[src/hw/rtl/ethip_pkg.sv]
// shared types, constants and status codes for the ethernet / vlan / ipv4 header parser
// no dependencies; imported by every module of the block
`default_nettype none

package ethip_pkg;

  // ethernet types
  localparam logic [15:0] TPID_VLAN  = 16'h8100;
  localparam logic [15:0] ETYPE_IPV4 = 16'h0800;
  localparam logic [15:0] ETYPE_IPV6 = 16'h86dd;

  // header geometry in bytes
  localparam logic [6:0] ETH_HDR_LEN  = 7'd14;
  localparam logic [6:0] VLAN_TAG_LEN = 7'd4;
  localparam logic [6:0] NET_BASE_TAGGED = ETH_HDR_LEN + VLAN_TAG_LEN;
  localparam logic [7:0] IPV4_MIN_LEN = 8'd20;
  localparam logic [6:0] POS_MAX      = 7'd127;

  // ethernet type bytes
  localparam logic [6:0] POS_TYPE_HI     = 7'd12;
  localparam logic [6:0] POS_TYPE_LO     = 7'd13;
  localparam logic [6:0] POS_INNER_HI    = 7'd16;
  localparam logic [6:0] POS_INNER_LO    = 7'd17;

  // offsets inside the ipv4 header
  localparam logic [6:0] OFF_SRC_FIRST = 7'd12;
  localparam logic [6:0] OFF_SRC_LAST  = 7'd15;
  localparam logic [6:0] OFF_DST_FIRST = 7'd16;
  localparam logic [6:0] OFF_DST_LAST  = 7'd19;

  localparam logic [3:0] IP_VERSION_4 = 4'd4;

  // result status codes
  localparam logic [2:0] ST_OK          = 3'd0;
  localparam logic [2:0] ST_SHORT       = 3'd1;
  localparam logic [2:0] ST_VLAN_TRUNC  = 3'd2;
  localparam logic [2:0] ST_IPV4_TRUNC  = 3'd3;
  localparam logic [2:0] ST_BAD_VERSION = 3'd4;
  localparam logic [2:0] ST_BAD_HLEN    = 3'd5;
  localparam logic [2:0] ST_IPV6        = 3'd6;
  localparam logic [2:0] ST_UNKNOWN     = 3'd7;

  typedef struct packed {
    logic [7:0] data_byte;
    logic       last_byte;
  } in_beat_t;

  typedef struct packed {
    logic [2:0]  status;
    logic [15:0] inner_type;
    logic        vlan_seen;
    logic [5:0]  ip_header_bytes;
    logic [31:0] source_address;
    logic [31:0] dest_address;
  } out_beat_t;

  // frame fields as they stand once the current byte has been taken in
  typedef struct packed {
    logic [6:0]  idx;
    logic [15:0] type_word;
    logic        tag_flag;
    logic [3:0]  version_nibble;
    logic [3:0]  length_nibble;
    logic [31:0] source_reg;
    logic [31:0] dest_reg;
  } frame_view_t;

endpackage

`default_nettype wire

[src/hw/rtl/ethip_track.sv]
// per-frame state: byte position, ethernet type, tag flag and ipv4 header fields
// depends on ethip_pkg
`default_nettype none

module ethip_track import ethip_pkg::*; (
  input  wire logic        clk,
  input  wire logic        rst,
  input  wire logic        advance,
  input  wire in_beat_t    beat,
  output frame_view_t      view
);

  logic [6:0]  byte_position;
  logic [15:0] type_word;
  logic        tag_flag;
  logic [3:0]  version_nibble;
  logic [3:0]  length_nibble;
  logic [31:0] source_reg;
  logic [31:0] dest_reg;

  logic [15:0] type_mid;
  logic        tag_next;
  logic [15:0] type_next;
  logic [6:0]  base;
  logic [6:0]  off;
  logic        in_net;
  logic [3:0]  version_next;
  logic [3:0]  length_next;
  logic [31:0] source_next;
  logic [31:0] dest_next;
  logic [6:0]  byte_position_next;

  always_comb begin
    type_mid = type_word;
    if (byte_position == POS_TYPE_HI || byte_position == POS_TYPE_LO) begin
      type_mid = {type_word[7:0], beat.data_byte};
    end
    tag_next = tag_flag || (byte_position == POS_TYPE_LO && type_mid == TPID_VLAN);
    type_next = type_mid;
    if (tag_next && (byte_position == POS_INNER_HI || byte_position == POS_INNER_LO)) begin
      type_next = {type_mid[7:0], beat.data_byte};
    end

    base   = tag_next ? NET_BASE_TAGGED : ETH_HDR_LEN;
    in_net = byte_position >= base;
    off    = byte_position - base;

    version_next = version_nibble;
    length_next  = length_nibble;
    source_next  = source_reg;
    dest_next    = dest_reg;
    if (in_net) begin
      if (off == '0) begin
        version_next = beat.data_byte[7:4];
        length_next  = beat.data_byte[3:0];
      end else if (off >= OFF_SRC_FIRST && off <= OFF_SRC_LAST) begin
        source_next = {source_reg[23:0], beat.data_byte};
      end else if (off >= OFF_DST_FIRST && off <= OFF_DST_LAST) begin
        dest_next = {dest_reg[23:0], beat.data_byte};
      end
    end

    byte_position_next = (byte_position == POS_MAX) ? byte_position : byte_position + 7'd1;
  end

  assign view = '{
    idx:            byte_position,
    type_word:      type_next,
    tag_flag:       tag_next,
    version_nibble: version_next,
    length_nibble:  length_next,
    source_reg:     source_next,
    dest_reg:       dest_next
  };

  // frame state clears after the last byte
  always_ff @(posedge clk) begin
    if (rst) begin
      byte_position  <= '0;
      type_word      <= '0;
      tag_flag       <= 1'b0;
      version_nibble <= '0;
      length_nibble  <= '0;
      source_reg     <= '0;
      dest_reg       <= '0;
    end else if (advance) begin
      if (beat.last_byte) begin
        byte_position  <= '0;
        type_word      <= '0;
        tag_flag       <= 1'b0;
        version_nibble <= '0;
        length_nibble  <= '0;
        source_reg     <= '0;
        dest_reg       <= '0;
      end else begin
        byte_position  <= byte_position_next;
        type_word      <= type_next;
        tag_flag       <= tag_next;
        version_nibble <= version_next;
        length_nibble  <= length_next;
        source_reg     <= source_next;
        dest_reg       <= dest_next;
      end
    end
  end

endmodule

`default_nettype wire

[src/hw/rtl/ethip_classify.sv]
// end-of-frame checks: status code and result fields from the frame view
// depends on ethip_pkg
`default_nettype none

module ethip_classify import ethip_pkg::*; (
  input  frame_view_t view,
  output out_beat_t   res
);

  logic [7:0] frame_len;
  logic [7:0] base;
  logic [7:0] net_len;
  logic [5:0] hlen;

  assign frame_len = {1'b0, view.idx} + 8'd1;
  assign base      = view.tag_flag ? {1'b0, NET_BASE_TAGGED} : {1'b0, ETH_HDR_LEN};
  assign net_len   = frame_len - base;
  assign hlen      = {view.length_nibble, 2'b00};

  always_comb begin
    res = '0;
    if (frame_len < {1'b0, ETH_HDR_LEN}) begin
      res.status = ST_SHORT;
    end else if (view.tag_flag && frame_len < {1'b0, NET_BASE_TAGGED}) begin
      res.status    = ST_VLAN_TRUNC;
      res.vlan_seen = 1'b1;
    end else begin
      res.vlan_seen  = view.tag_flag;
      res.inner_type = view.type_word;
      if (view.type_word == ETYPE_IPV4) begin
        if (net_len < IPV4_MIN_LEN) begin
          res.status = ST_IPV4_TRUNC;
        end else begin
          res.ip_header_bytes = hlen;
          res.source_address  = view.source_reg;
          res.dest_address    = view.dest_reg;
          if (view.version_nibble != IP_VERSION_4) begin
            res.status = ST_BAD_VERSION;
          end else if ({2'b00, hlen} < IPV4_MIN_LEN || {2'b00, hlen} > net_len) begin
            res.status = ST_BAD_HLEN;
          end else begin
            res.status = ST_OK;
          end
        end
      end else if (view.type_word == ETYPE_IPV6) begin
        res.status = ST_IPV6;
      end else begin
        res.status = ST_UNKNOWN;
      end
    end
  end

endmodule

`default_nettype wire

[src/hw/rtl/ethernet_ipv4_header_parser_top.sv]
// top level of the ethernet / vlan / ipv4 header parser: input register, frame
// state, end-of-frame checks and result register; depends on ethip_pkg,
// ethip_track and ethip_classify
//
// usage
//  - frame channel: one frame byte per beat, in wire order, last_byte on the
//    final beat of each frame; a beat is taken when frame_valid is high and
//    frame_stall is low
//  - result channel: one beat per frame, issued for the beat marked last_byte,
//    carrying the first failed check (or ok), inner type, vlan flag, ipv4
//    header length and addresses; fields not reached read as zero
//  - path: a last beat passes through the input register, then the result
//    register, before its result beat is valid
//  - throughput: one byte per cycle while no waiting result is held by
//    result_stall; the whole per-byte update and the end-of-frame checks sit
//    in one short logic stage between the two registers
//  - stall: while result_stall holds a waiting result, the input register
//    holds too and frame_stall rises once it is full; no beat is lost
//  - reset: synchronous rst empties both registers and clears the frame
//    state, so the next byte is taken as byte 0 of a new frame
`default_nettype none

module ethernet_ipv4_header_parser_top import ethip_pkg::*; (
  input  wire logic      clk,
  input  wire logic      rst,
  input  wire logic      frame_valid,
  output logic           frame_stall,
  input  wire in_beat_t  frame,
  output logic           result_valid,
  input  wire logic      result_stall,
  output out_beat_t      result
);

  // input register
  logic        s1_valid;
  in_beat_t    s1_beat;

  // handshake control
  logic        out_free;
  logic        s1_advance;
  logic        in_ready;

  frame_view_t view;
  out_beat_t   res;

  // the result register can take a new beat when empty or being drained
  assign out_free    = !result_valid || !result_stall;
  assign s1_advance  = s1_valid && out_free;
  assign in_ready    = !s1_valid || s1_advance;
  assign frame_stall = !in_ready;

  always_ff @(posedge clk) begin
    if (rst) begin
      s1_valid <= 1'b0;
    end else if (in_ready) begin
      s1_valid <= frame_valid;
    end
  end

  // payload needs no reset
  always_ff @(posedge clk) begin
    if (in_ready && frame_valid) begin
      s1_beat <= frame;
    end
  end

  ethip_track u_track (
    .clk     (clk),
    .rst     (rst),
    .advance (s1_advance),
    .beat    (s1_beat),
    .view    (view)
  );

  ethip_classify u_classify (
    .view (view),
    .res  (res)
  );

  // result register: loaded only from the last byte of a frame
  always_ff @(posedge clk) begin
    if (rst) begin
      result_valid <= 1'b0;
    end else if (out_free) begin
      result_valid <= s1_advance && s1_beat.last_byte;
    end
  end

  always_ff @(posedge clk) begin
    if (out_free && s1_advance && s1_beat.last_byte) begin
      result <= res;
    end
  end

  // a fresh result only ever follows a last byte in the input register
  a_result_from_last: assert property (@(posedge clk) disable iff (rst)
    $rose(result_valid) |-> $past(s1_valid && s1_beat.last_byte))
    else $error("result issued without a last byte");

  // a held input register keeps its beat while the result side is blocked
  a_s1_hold: assert property (@(posedge clk) disable iff (rst)
    (s1_valid && !out_free) |=> (s1_valid && $stable(s1_beat)))
    else $error("input register lost a beat under stall");

  // an ok result is ipv4 with a legal header length
  a_ok_fields: assert property (@(posedge clk) disable iff (rst)
    (result_valid && result.status == ST_OK) |->
      (result.inner_type == ETYPE_IPV4 && {2'b00, result.ip_header_bytes} >= IPV4_MIN_LEN))
    else $error("ok status with bad ipv4 fields");

  // a short frame reaches no field
  a_short_zero: assert property (@(posedge clk) disable iff (rst)
    (result_valid && result.status == ST_SHORT) |->
      (result.inner_type == '0 && !result.vlan_seen && result.ip_header_bytes == '0 &&
       result.source_address == '0 && result.dest_address == '0))
    else $error("short frame result carries field data");

endmodule

`default_nettype wire
[config.mk]
export PLATFORM = sky130hd
export DESIGN_NAME = ethernet_ipv4_header_parser_top
export DESIGN_NICKNAME = d
export VERILOG_FILES = /design/src/hw/rtl/ethip_pkg.sv /design/src/hw/rtl/ethip_track.sv /design/src/hw/rtl/ethip_classify.sv /design/src/hw/rtl/ethernet_ipv4_header_parser_top.sv
export SDC_FILE = /design/constraint.sdc
export NUM_CORES = 1
export LEC_CHECK = 0
export BUFFER_PORTS_ARGS = -buffer_cell sky130_fd_sc_hd__buf_2
export CAP_MARGIN = 15
export CORE_MARGIN = 8
export CORE_UTILIZATION = 65
export CTS_BUF_LIST = sky130_fd_sc_hd__clkbuf_8
export CTS_CLUSTER_SIZE = 30
export DETAILED_ROUTE_END_ITERATION = 6
export PLACE_DENSITY = 0.95
export SKIP_LAST_GASP = 1
export SLEW_MARGIN = 5
export SYNTH_ARGS = -nofsm -noshare
export SYNTH_HDL_FRONTEND = slang
export SYNTH_SLANG_ARGS = --single-unit
[constraint.sdc]
create_clock -name clk -period 8 [get_ports clk]
set_input_delay 1.6 -clock clk [delete_from_list [all_inputs] [get_ports clk]]
set_output_delay 1.6 -clock clk [all_outputs]
set_load 0.02 [all_outputs]
==> results of run 1 <==
==> layout by cell type, fill, tap and decap left out, types with 18 or more instances in the layout <==
master,count
mux2i_1,50
a21oi_1,110
nand2_1,105
buf_2,102
nor2_1,93
a22oi_1,22
dfxtp_1,98
edfxtp_1,97
nand3_1,48
clkbuf_8,18
o21ai_0,75
==> Yosys cell counts (all sizes together), types with 9 or more instances <==
library cell and number:
ha 16, o21ai 78, inv 13, mux2i 50
nor2b 14, clkbuf 65, a22oi 22, nor3 9
nor2 94, nand2 105, dfxtp 98, a21oi 110
nand3 49, and3 11, buf 15, edfxtp 97
==> path summary, 6_finish.rpt <==
check,start,end,depth (start not counted)
max,u_track.byte_position[1],result[87],21
min,u_track.dest_reg[26],u_track.dest_reg[26],2
max reg2reg,u_track.byte_position[1],result[87],21
min reg2reg,u_track.dest_reg[26],u_track.dest_reg[26],2
==> critical path: stages (launching register included) <==
cell      delay, ns
dfxtp_1        0.47
inv_1          0.17
ha_1           0.27
o21ai_0        0.26
mux2i_1        0.23
nor3_1         0.08
nor2_1         0.50
inv_1          0.22
ha_1           0.39
nor2b_1        0.16
or4_1          0.47
a21o_1         0.21
a211oi_2       0.50
mux2_2         0.41
ha_1           0.29
a21o_1         0.18
a21o_1         0.17
a21oi_1        0.14
a31oi_1        0.06
nand3_1        0.08
and3_1         0.17
o221ai_1       0.12
==> per-layer routing <==
metal  track usage (%)  routed length (um)  up-vias
li1                  -                   -     3451
met5                 0                   0        -
met1              30.2                8540     3557
met3              6.13                2200       77
met2              39.0               10700      487
met4              10.0                 699        0
==> layout make-up <==
class                   count  share of cell area (%)
clock buffers              18                    2.49
clock inverters            14                    1.78
well taps                 180                    2.27
multi-input cells         652                    38.1
inverters                  13                   0.504
flip-flops and latches    195                    49.0
diodes                      1                  0.0252
repair buffers            110                    5.74
==> cell families (layout without fill, tap and decap cells) <==
| kind of cell | after synthesis | in the layout | share of synthesized area [%] |
|---|---|---|---|
| other | 1 | 3 | 0.0415 |
| and+or+nand+nor | 322 | 322 | 16.4 |
| DFF | 195 | 195 | 54.0 |
| buffers and inverters | 93 | 155 | 4.24 |
| xor gates and xnor gates | 10 | 10 | 0.969 |
| adders and majority gates | 18 | 18 | 2.66 |
| muxes | 56 | 56 | 6.29 |
| AOI/OAI and AO/OA | 244 | 244 | 15.4 |
==> metrics by stage <==
step	utilization (%)	std cells
4_1_cts	72.4	1182
5_1_grt	72.4	1182
2_1_floorplan	-	940
3_3_place_gp	69.3	1150
6_report	72.4	1183
3_5_place_dp	69.3	1150
==> where the power goes <==
part           leakage, uW  internal (uW)  switching [uW]  total [uW]
Clock             0.000223            322             357         679
Combinational      0.00142           11.0            46.3        57.3
Sequential         0.00185           1050            9.09        1060
==> results.md, run 1 <==
- Dpl hpwl: 14,200 um
- Gate Count Post-Synth: 939
- Tot Pwr: around 1800 uW
- Vias in the first global route: around 6,800
- Vias per cell: 6.40
- Dpl cell area: 0.00951 mm2
- Layout cell share with drive strength beyond 1: between 15 and 20%
- Post-cts gate resize count: 0
- Outcome: complete, no violations
- Pwr dens: 181 mW/mm2
- Deepest clock path buffer count: 2
- Routed len/inst: 18.8 um
- WL final: about 22,000 um
- Clk sinks: 195
- Initial core utilization: 65.8%
- Minimum clock period: slightly below 6 ns
- Setup_tns: 0 ns
- Synth warn: 0
- TritonRoute pass-1 iters: 6
- Final hold violation count: 0
- EDFF count, synth: 97
- CP Max Fanout: 9
- Min Hold Slack: ~0.48 ns
- DRC viols: 0
- Chip Height: 134 um
- Port Buffers: about 100
- Largest net degree at the start of global routing: 99
- Top cells by area, synth: edfxtp_1, dfxtp_1, a21oi_1, mux2i_1, nand2_1
- Root buf cell: clkbuf_8
- Io pins: 105
- Nets: 1,020
- Lkg Pwr: 0.00350 uW
- Worst EP required: roughly 8 ns
- Worst Setup End Kind: flop
- Area taken by multi-input logic gates: between 0.003 and 0.004 mm2
- DR iter-0 viols: 1,046
- Final-layout fill cell count: 936
- Reg area: 0.00487 mm2
- Reg-to-reg setup timing slack: 2.18 ns
- Area delta synth->final: 10.0%
- Post-Syn Area per Cell: 9.62 um2
- Die width: between 100 and 150 um
- Setup Fix Bufs, Post-CTS: 0
- Seq/Total Area, Yosys: 54.0%
- Number of CTS-inserted buffers: 17
- Worst min path class: reg2reg
- Unique masters post-synth: 58
- Hold buffer count at CTS: 0
- Relative slew slack: 27.5%
- Slew Viols, Final: 0
- Die area: 0.0179 mm2
- ANT nets after route: 0
- Initial antenna violation count: 0
- Total GRT Usage: 24.1%
- Setup WS pre-CTS: around 2.3 ns
- Clock Latency Late Sink: a little under 0.5 ns
- Peak Freq: between 150 and 200 MHz
- Final period util: 72.8%
- Post-synthesis instance area: 0.00903 mm2
- Worst slew pin tran: 1.09 ns
- CTS tree: built
- Max reg flops: between 80 and 90
- Synth Flop Type: dfxtp_1
- Setup ws final: 2.18 ns
- # H-tree levels: 4
- Design area: 0.00994 mm2
- Yosys top cell area share: roughly a third
- Synthesis-stage register bit count: 195
- Max-Cap Viols: 0
- Global-route wire length before repair: 34,800 um
- Yosys top cell by area: edfxtp_1
- Clock Skews: around 0.022 ns
- Setup CP Type: reg2reg
- Ys async rst share: 0%
- Setup violators final: 0
- Via count: 7,572
- Gr ovfl total: 0
- CP arrival: 6.02 ns
- Placement Rows: 43
- GPL Wtd Cong: between 0.8 and 0.9
- RSZ-0062 raised after global routing: no
- Critical Path Start Type: flop
- Std-Cell Core Area: 0.0137 mm2
- Worst VDD drop: 0.000161 V
- Worst-path clk slew: 0.10 ns
Note: power is estimated with default switching activity, not from simulation.
==> run 2, diff against run 1 <==
--- a/config.mk
+++ b/config.mk
@@ -8,11 +8,11 @@
 export BUFFER_PORTS_ARGS = -buffer_cell sky130_fd_sc_hd__buf_2
 export CAP_MARGIN = 15
 export CORE_MARGIN = 8
-export CORE_UTILIZATION = 65
+export CORE_UTILIZATION = 55
 export CTS_BUF_LIST = sky130_fd_sc_hd__clkbuf_8
 export CTS_CLUSTER_SIZE = 30
 export DETAILED_ROUTE_END_ITERATION = 6
-export PLACE_DENSITY = 0.95
+export PLACE_DENSITY = 0.86
 export SKIP_LAST_GASP = 1
 export SLEW_MARGIN = 5
 export SYNTH_ARGS = -nofsm -noshare
==> constraint.sdc (replaced) <==
create_clock -name clk -period 5.1 [get_ports clk]
set_input_delay 1.02 -clock clk [delete_from_list [all_inputs] [get_ports clk]]
set_output_delay 1.02 -clock clk [all_outputs]
set_load 0.02 [all_outputs]
==> results.md, run 2 (synthesis gave the netlist of run 1 again) <==
- Most frequent cells in the layout: a21oi_1, nand2_1, buf_2
- R2R Path Start: u_track.type_word[7]
- WL final: 22,300 um (+0.47%)
- Clock Skews: 0.00841 ns (-0.0132 ns)
- Final period util: 99.6% (+27 points)
- Max reg flops: 88 (unchanged)
- Nets: 1,050 (+2.9%)
- Hold Startpoint: u_track.dest_reg[26]
- End point of the worst hold path: u_track.dest_reg[26]
- DR iter-0 viols: 960 (-8.2%)
- Worst R2R Path Depth: 21 (unchanged)
- Area delta synth->final: 14.3%
- Net Switching: 612 uW (+48%)
- Critical Path Start Type: flop
- Reg-to-reg setup timing slack: 0.02 ns (-2.16 ns)
- Dpl hpwl: 14,400 um (+1.6%)
- CP Max Fanout: 8 (-1)
- # H-tree levels: 4 (unchanged)
- Io pins: 105 (unchanged)
- Vias in the first global route: 6,758 (-0.22%)
- Worst-path clk slew: 0.09 ns (about the same)
- Worst slew pin tran: 1.12 ns (+0.0328 ns)
- Vias per cell: 5.92 (-7.5%)
- Worst min path class: reg2reg
- Deepest clock path buffer count: 2 (unchanged)
- Setup WS pre-CTS: 0.0586 ns (-2.21 ns)
- Min Hold Slack: 0.476 ns (-0.00283 ns)
- CP arrival: 5.28 ns (-0.74 ns)
- Cell repeated most along the worst path: a21o_1
- Die area: 0.0208 mm2 (+16%)
- Final hold violation count: 0 (unchanged)
- TritonRoute pass-1 iters: 5 (-1)
- Setup CP Type: reg2reg
- Chip Height: 144 um (+7.7%)
- Setup violators final: 0 (unchanged)
- Max-Cap Viols: 0 (unchanged)
- Peak Freq: 197 MHz (+15%)
- Total GRT Usage: 20.9% (-3.2 points)
- Placement Rows: 47 (+9.3%)
- GPL Wtd Cong: 0.875 (-2.6%)
- Most common cell after layout, fill and taps aside: a21oi_1
- Gr ovfl total: 0 (unchanged)
- Largest net degree at the start of global routing: 69 (-30%)
- Comb pwr share: 3.9% (+0.7 points)
- Port Buffers: 102 (unchanged)
- Hold Path Cell Cnt: 2 (unchanged)
- Minimum clock period: 5.08 ns (-0.744 ns)
- Root buf cell: clkbuf_8
- Clk pwr share: 36.0% (-1.8 points)
- Outcome: complete, no violations
- Tot Pwr: 2750 uW (+53%)
- CTS tree: built
- Worst Setup End Kind: flop
- Initial antenna violation count: 1 (+1)
- Initial core utilization: 55.3% (-11 points)
- Lkg Pwr: 0.00366 uW (+4.5%)
- Number of CTS-inserted buffers: 17 (unchanged)
- Global-route wire length before repair: 34,200 um (-1.9%)
- Setup_tns: 0 ns (unchanged)
- Std-Cell Core Area: 0.0163 mm2 (+19%)
- DRC viols: 0 (unchanged)
- Setup ws final: 0.0215 ns (-2.16 ns)
- Relative slew slack: 24.8% (-2.7 points)
- Die width: 144 um (+7.7%)
- CP cell instances: or4_4, nor4_4, mux2i_1, nor3_2, nor2_2, inv_2, ha_4, nor2b_1, or4_1, a21o_1, a211oi_4, buf_6, mux2_2, ha_1, a21o_1, a21o_1, a21oi_2, a31oi_1, nand3_1, and3_4, o221ai_1
- Layout cell share with drive strength beyond 1: 19.0% (+3.3 points)
- Worst EP required: 5.30 ns (-2.90 ns)
- Worst VDD drop: 0.000205 V (+28%)
- Routed len/inst: 17.8 um (-5.1%)
- Critical R2R Capture: result[87]
- Net Sw Frac: 22.3% (-0.71 points)
- Clock Latency Late Sink: 0.47 ns (-0.02 ns)
- Critical path's slowest cell: or4_4
- Internal: 2140 uW (+55%)
- Pwr dens: 266 mW/mm2 (+47%)
- ANT nets after route: 0 (unchanged)
- Flop pwr share: 60.1% (+1.1 points)
- Via count: 7,421 (-2.0%)
- CP max stage delay: 0.56 ns (+0.06 ns)
- Slew Viols, Final: 0 (unchanged)
- Clk sinks: 195 (unchanged)
## run 2: how the worst max path moves through the flow
stage	start	slack (ns)	to	depth (start not counted)
finish	u_track.type_word[7]	0.02	result[87]	21
global route	u_track.type_word[7]	-0.12	result[87]	21
CTS	u_track.type_word[1]	0.02	result[87]	21
detailed placement	u_track.type_word[1]	0.06	result[87]	21
global placement	u_track.type_word[1]	0.18	result[87]	21
floorplan	s1_beat[1]	0.01	result[87]	21
## run 2: repair_timing
action,CTS,global route
hold buffers,0,0
resized for setup,0,18
endpoints found under the hold margin,0,0
buffers inserted,0,2
setup endpoints to repair,0,2
## run 2: power groups by stage
stage | combinational (uW) | sequential (uW) | clock (uW)
after floorplan | 58.5 | 1690 | 0
after global placement | 104 | 1690 | 0
after detailed placement | 104 | 1690 | 0
after CTS | 104 | 1650 | 997
after global routing | 114 | 1650 | 1060
final | 107 | 1650 | 991
## run 2: stage by stage
stage | cell area, um2 | util [%] | cells
2_1_floorplan | 9040 | - | 940
3_3_place_gp | 9830 | 60.1 | 1218
3_5_place_dp | 9830 | 60.1 | 1218
4_1_cts | 10200 | 62.5 | 1250
5_1_grt | 10300 | 63.2 | 1253
6_report | 10300 | 63.2 | 1253
## run 2: worst max-delay path, delay by kind of cell, from the launching register on
kind / cells / cell delay, ns
adders and majority gates: 2 / 0.38
buffers and inverters: 2 / 0.26
DFF: 1 / 0.34
muxes: 2 / 0.53
AOI/OAI and AO/OA: 7 / 1.14
and+or+nand+nor: 8 / 2.15
## run 2: area by class of cell
type / instances / area (um2)
Antenna cell: 1 / 2.50
Clock inverter: 12 / 115
Multi-Input combinational cell: 652 / 3880
Tap cell: 220 / 275
Timing Repair Buffer: 140 / 850
Fill cell: 1314 / 6020
Sequential cell: 195 / 4880
Clock buffer: 20 / 275
Inverter: 13 / 50.0
## run 2: metal layers
layer / vias to the layer above / global-route usage (%) / part of all wire, %
met2: 343 / 33.8 / 48
met3: 49 / 4.19 / 8.3
met4: 0 / 9.31 / 2.7
li1: 3507 / - / -
met1: 3522 / 26.6 / 41
met5: - / 0 / 0
